**config.mk**
```make
export PLATFORM = sky130hd
export DESIGN_NAME = fmbs_ctrl
export DESIGN_NICKNAME = d
export VERILOG_FILES = /design/src/assert_macros.svh /design/src/fmbs_pkg.sv /design/src/fmbs_ctrl.sv
export SDC_FILE = /design/constraint.sdc
export NUM_CORES = 1
export LEC_CHECK = 0
export BUFFER_PORTS_ARGS = -buffer_cell sky130_fd_sc_hd__buf_2
export CAP_MARGIN = 10
export CORE_AREA = 2 2 39 41
export CTS_CLUSTER_DIAMETER = 50
export DETAILED_ROUTE_END_ITERATION = 16
export DIE_AREA = 0 0 41 43
export HOLD_SLACK_MARGIN = 0.1
export MAX_ROUTING_LAYER = met4
export SLEW_MARGIN = 20
export SYNTH_ARGS = -nofsm -noshare
export SYNTH_HDL_FRONTEND = slang
export SYNTH_SLANG_ARGS = --single-unit
```
**constraint.sdc**
```tcl
create_clock -name aclk -period 1.48 [get_ports aclk]
set_input_delay 0.444 -clock aclk [delete_from_list [all_inputs] [get_ports aclk]]
set_output_delay 0.444 -clock aclk [all_outputs]
set_load 0.1 [all_outputs]
```
**src/assert_macros.svh**
```systemverilog
// ----------------------------------------------------------------------------
// Assertion macros
// Shared concurrent assertion forms, clocked on aclk and held off during reset.
// ----------------------------------------------------------------------------
`ifndef ASSERT_MACROS_SVH
`define ASSERT_MACROS_SVH

// Antecedent implies consequent in the same cycle.
`define ASSERT_SAME(label, ante, cons, msg) \
    label: assert property (@(posedge aclk) disable iff (!aresetn) \
        (ante) |-> (cons)) else $error(msg);

// Antecedent implies consequent in the next cycle.
`define ASSERT_NEXT(label, ante, cons, msg) \
    label: assert property (@(posedge aclk) disable iff (!aresetn) \
        (ante) |=> (cons)) else $error(msg);

`endif

```
**src/fmbs_pkg.sv**
```systemverilog
// ----------------------------------------------------------------------------
// fmbs_pkg
// Shared constants, codes and control structures for the binary search unit.
// ----------------------------------------------------------------------------
package fmbs_pkg;

    localparam int DEPTH_DEF      = 1024;
    localparam int VALUE_BITS_DEF = 32;

    localparam int KIND_W     = 2;
    localparam int STATUS_W   = 2;
    localparam int POS_W      = 10;
    localparam int M_TDATA_W  = ((POS_W + 7) / 8) * 8;

    localparam logic [KIND_W-1:0] KIND_LOAD   = 2'd0;
    localparam logic [KIND_W-1:0] KIND_QUERY  = 2'd1;
    localparam logic [KIND_W-1:0] KIND_CLEAR  = 2'd2;
    localparam logic [KIND_W-1:0] KIND_UNUSED = 2'd3;

    localparam logic [STATUS_W-1:0] STATUS_FOUND     = 2'd0;
    localparam logic [STATUS_W-1:0] STATUS_NOT_FOUND = 2'd1;
    localparam logic [STATUS_W-1:0] STATUS_FULL      = 2'd2;

    typedef struct packed {
        logic wr_entry;
        logic clr_count;
        logic start_search;
        logic issue_read;
        logic step;
        logic load_out;
        logic out_full;
    } fmbs_cmd_t;

    typedef struct packed {
        logic count_full;
        logic range_open;
    } fmbs_stat_t;

endpackage

```
**src/fmbs_ctrl.sv**
```systemverilog
// ----------------------------------------------------------------------------
// fmbs_ctrl
// Controller that sequences loads, clears and probe steps and owns the
// handshakes of both channels.
// ----------------------------------------------------------------------------
module fmbs_ctrl (
    input  logic                        aclk,
    input  logic                        aresetn,
    input  logic                        s_valid,
    output logic                        s_ready,
    input  logic [fmbs_pkg::KIND_W-1:0] kind,
    output logic                        m_valid,
    input  logic                        m_ready,
    input  fmbs_pkg::fmbs_stat_t        stat,
    output fmbs_pkg::fmbs_cmd_t         cmd
);
    import fmbs_pkg::*;

    typedef enum logic [2:0] {
        S_IDLE,
        S_PROBE,
        S_COMPARE,
        S_DONE,
        S_DROP
    } state_t;

    state_t state_reg, state_next;
    logic   m_valid_reg, m_valid_next;
    logic   accept;
    logic   out_free;

    assign s_ready  = (state_reg == S_IDLE);
    assign accept   = s_valid && s_ready;
    assign out_free = !m_valid_reg || m_ready;
    assign m_valid  = m_valid_reg;

    always_comb begin
        state_next   = state_reg;
        cmd          = '0;
        unique case (state_reg)
            S_IDLE: begin
                if (accept) begin
                    unique case (kind)
                        KIND_LOAD: begin
                            if (stat.count_full) begin
                                state_next = S_DROP;
                            end else begin
                                cmd.wr_entry = 1'b1;
                            end
                        end
                        KIND_QUERY: begin
                            cmd.start_search = 1'b1;
                            state_next       = S_PROBE;
                        end
                        KIND_CLEAR: begin
                            cmd.clr_count = 1'b1;
                        end
                        default: begin
                        end
                    endcase
                end
            end
            S_PROBE: begin
                if (stat.range_open) begin
                    cmd.issue_read = 1'b1;
                    state_next     = S_COMPARE;
                end else begin
                    state_next = S_DONE;
                end
            end
            S_COMPARE: begin
                cmd.step   = 1'b1;
                state_next = S_PROBE;
            end
            S_DONE: begin
                if (out_free) begin
                    cmd.load_out = 1'b1;
                    state_next   = S_IDLE;
                end
            end
            S_DROP: begin
                if (out_free) begin
                    cmd.load_out = 1'b1;
                    cmd.out_full = 1'b1;
                    state_next   = S_IDLE;
                end
            end
            default: begin
                state_next = S_IDLE;
            end
        endcase
        if (cmd.load_out) begin
            m_valid_next = 1'b1;
        end else if (m_ready) begin
            m_valid_next = 1'b0;
        end else begin
            m_valid_next = m_valid_reg;
        end
    end

    always_ff @(posedge aclk) begin
        if (!aresetn) begin
            state_reg   <= S_IDLE;
            m_valid_reg <= 1'b0;
        end else begin
            state_reg   <= state_next;
            m_valid_reg <= m_valid_next;
        end
    end

endmodule

```
* Word-level counts from Yosys, hierarchy flattened *
Cells that the tools add are included.

storage, ports and cells
  bits in registers = 4
  latch bits = 0
  memory bits (writable) = 0
  ROM bits = 0
  input port bits = 8
  output and inout bits = 9
  logic and storage cells = 41
  memories = 0

operators by class
  add/sub/neg operators = 0
  $mul = 0
  div/mod/pow operators = 0
  magnitude comparators = 0
  equal/unequal tests = 10
  shift operators = 0
  multiplexer cells = 21
  bitwise gates (word level) = 0
  reductions and logical operators = 8

operator list
  kind                                                                   number
  3-bit two-way mux                                                      5
  1-bit two-way mux                                                      12
  3-bit one-hot mux with 4 select lines                                  1
  3-bit by 2-bit equality test with 1-bit output, second input constant  2
  3-bit one-hot mux with 2 select lines                                  1
  2-bit by 1-bit != test with 1-bit output, second input constant        2
  4-bit AND reduction                                                    1
  3-bit by 1-bit equality test with 1-bit output, second input constant  1
  3-bit equality test, second input constant                             1
  3-bit logical NOT                                                      1
  3-bit by 1-bit != test with 1-bit output, second input constant        1
  3-bit != test, second input constant                                   1
  2-bit by 1-bit equality test with 1-bit output, second input constant  1
  2-bit equality test, second input constant                             1
  2-bit logical NOT                                                      1
  2-bit two-way mux                                                      1
  1-bit one-hot mux with 2 select lines                                  1
  2-bit nonzero test                                                     1
  2-bit OR reduction                                                     1
  1-bit logical AND                                                      1
  1-bit logical NOT                                                      1
  1-bit logical OR                                                       1

* Longest topological paths before layout *
  depth after elaboration = 5
  mapped depth = 4
  depth with buffers taken out = 3

* Worst setup path after synthesis *
No wires, ideal clock.

  path kind = register to output
  start point = reg state_reg[1]
  end point = out cmd[6] (netlist name)
  arrival time = 3404 ps
  required time = 1036 ps
  path slack = -2368 ps
  cell stages (with the launch flop) = 4
  path buffers = 0
  path through = dfxtp_1 nor3_4 nand2_1 nor3_1

RTL lines
  item                    line              RTL
  start, declared         fmbs_ctrl.sv:27   state_t state_reg, state_next;
  start signal, assigned  fmbs_ctrl.sv:106  state_reg <= state_next;
  end, declared           fmbs_ctrl.sv:15   output fmbs_pkg::fmbs_cmd_t cmd

==> key figures <==
Die
  – Initial Util: between 10% and 20%
  – Core footprint: approximately 1400 um2
  – Die Wd: slightly above 40 um
  – Top Ports: 17
  – Die ar.: around 1800 um2
  – Die height: 43 um
  – Rows: 14

STA
  – Worst slew pin tran: roughly 240 ps
  – Rel. slew slack: 83.58%
  – RSZ-0062 raised after global routing: yes
  – Final Critical Period: 1779 ps
  – Final Skew: approximately 8.2 ps
  – Fmax: between 0.5 and 0.6 GHz
  – Final hold violation count: 0
  – Worst Slack Setup Final: -299.0 ps
  – Crit share post-route: 120.2%
  – Hold_ws: approximately 480 ps
  – Setup Viol. Count Final: 8
  – Slew Limit Fails: 0

Power and ir drop
  – Comb pwr share: 39.0%
  – Leakage: 0.2828 nW
  – Sw Share: between 30 and 40%
  – Psw: 0.1720 mW
  – Internal power: approximately 0.28 mW
  – Peak VDD IR: 0.0003108 V
  – Clock Power Share: approximately 36%
  – Share of power burned in registers: ~25%
  – Power density over the cells: slightly above 700 nW/um2

Global route
  – First-pass GRT wire length: between 1 and 1.5 mm
  – Initial antenna violation count: 0
  – GR Util met1: 14.98%
  – Grt ovf: 0
  – GR Layer Usage met3: under 10%
  – Vias in the first global route: 340
  – Largest net degree at the start of global routing: 7
  – GRT busiest layer: met2
  – Overall Global Routing Usage: approximately an eighth
  – Met2 Use GR: between 10% and 20%

Critical path
  – CP required: around 1000 ps
  – Arrival time at the worst endpoint: around 1300 ps
  – Crit. End Element: output pin
  – Critical-path maximum fanout: 5
  – Worst setup path category: flop to output pin
  – Max incr delay on CP: 350 ps
  – Worst reg2reg setup slack: about 420 ps
  – Cell chain of the critical path: nor3_4 > and4b_2 > buf_12
  – Crit-path slowest cell: dfxtp_4
  – Crit start category: flop

Synthesis
  – Net Count, Synth: 39
  – Commonest cells post-synth: dfxtp_1 (4), nand2_1 (3)
  – Count leader, synth: dfxtp_1
  – Top_reg_cell synth: dfxtp_1
  – Largest cells by area after synthesis: dfxtp_1 (30%), a311oi_1 (6.5%), nor3_4 (6.1%)
  – Post-synth ARST share: 0%
  – EDFF count, synth: 0
  – Post-Syn Area: roughly 270 um2
  – Number of synthesized register bits: 4
  – Synth Warn #: 0
  – Synth area leader: dfxtp_1
  – Post-synthesis cell count: 31
  – Synth unique cells: 19
  – Syn Area/Cell: around 8.6 um2
  – Seq/Total Area, Yosys: 29.91%
  – Top cell type's share of synthesized area: between 20% and 30%

Routing
  – Wire per inst: approximately 11 um
  – Antenna Nets Post-Route: 0
  – DRT Pass-1 Iters: 5
  – DR vias: about 350
  – Drc violations: 0
  – Drt total wl: between 800 and 900 um
  – Via/cell ratio: around 4.6
  – 1st-iter DRT viols: 10

Clocking
  – Root Driver: clkbuf_4
  – CTS tree: yes
  – Clk slew on worst S/H paths: approximately 50 ps
  – TritonCTS Buffers: 3
  – CTS Hold Bufs: 0
  – Skew-Pair Late Insertion Delay: about 250 ps
  – Clk sinks: 4
  – H-Tree Depth: 1
  – Bufs on Longest Clock Path: 2

Flow run
  – MaxCap Viol Count: 0

Worst hold path
  – Hold Path Class: input pin to flop

Status
  – Failing checks: negative setup slack
  – Outcome: finished, violations left

Finish
  – Filler Cell Count: around 130
  – Area Overhead vs Synth: 140.7%
  – Fraction of layout cells with a size suffix above 1: 73.33%
  – Final core occ: between 40% and 50%
  – Nets@finish: roughly 70
  – N_diodes: 0
  – Max FFs per register: 3

Place
  – Port bufs: 16
  – Detailed Place HPWL: between 600 and 700 um
  – Gpl congestion: around 0.78
-- layout make-up --
class	instances	area (um2)	share of cell area, %
repair buffers	26	290.3	45.05
multi-input cells	25	211.5	32.82
flip-flops and latches	4	92.59	14.37
clock buffers	4	26.28	4.078
well taps	16	20.02	3.107
inverters	1	3.754	0.5825
-- final timing paths --
check,endpoint,cells past startpoint,startpoint
max,cmd[5],3,state_reg[2]
min,m_valid,2,aresetn
max reg2reg,state_reg[2],5,state_reg[0]
min reg2reg,state_reg[1],2,state_reg[2]
-- cells by family (layout without fill, tap and decap cells) --
kind of cell / after synthesis / in the layout / synth area share [%]
buf+inv: 2 / 31 / 4.205
compound gates: 6 / 6 / 16.82
simple gates: 19 / 19 / 49.06
flops: 4 / 4 / 29.91
-- cells in the final DEF (no fill, tap or decap) --
cell and count:
dfxtp_2 1, nor3_4 3, buf_4 10, nand2b_1 2
nand2_1 2, a211oi_1 1, nor2_2 1, and4b_2 1
and2b_1 2, a311oi_1 2, and3_2 1, clkbuf_1 1
buf_2 7, inv_2 1, nor2b_1 2, clkbuf_4 3
dfxtp_4 3, a21oi_1 1, nand4b_1 1, buf_12 9
a21boi_1 2, nor3b_2 1, nand2_2 1, and2_4 2
-- through the flow --
| step | power [mW] | std cells | cell area, um2 | setup TNS [ps] | setup WS [ps] |
|---|---|---|---|---|---|
| 3_5_place_dp | 0.2930 | 71 | 594.3 | -400.0 | -211.3 |
| 3_3_place_gp | 0.2906 | 71 | 594.3 | -329.8 | -194.0 |
| 6_report | 0.4544 | 76 | 644.4 | -1614 | -299.0 |
| 2_1_floorplan | 0.2170 | 31 | 299.0 | -3819 | -1135 |
| 5_1_grt | 0.4772 | 76 | 644.4 | -2058 | -358.9 |
| 4_1_cts | 0.4668 | 77 | 649.4 | -1890 | -329.8 |
-- worst max-delay path: cells and delay by family (launching register included) --
kind | cells | cell delay [ps]
buffers and inverters | 1 | 180
and+or+nand+nor | 2 | 560
DFF | 1 | 350
-- what timing repair did --
| action | 4_1_cts | 5_1_grt |
|---|---|---|
| buffers inserted | 2 | 0 |
| endpoints found under the setup margin | 8 | 8 |
| gates resized for setup | 6 | 1 |
| pin swaps | 4 | 2 |
-- per-layer routing --
layer | part of all wire (%) | up-vias
met2 | 55 | 19
met4 | 0.61 | 0
met1 | 39 | 161
li1 | - | 171
met5 | 0 | -
met3 | 5.9 | 2
-- power groups by stage --
stage	sequential (mW)	clock, mW	combinational, mW
after global placement	0.119	0	0.172
after global routing	0.116	0.177	0.184
after CTS	0.115	0.171	0.181
after floorplan	0.122	0	0.0946
final	0.115	0.162	0.177
after detailed placement	0.119	0	0.174
Note: power is estimated with default switching activity, not from simulation.
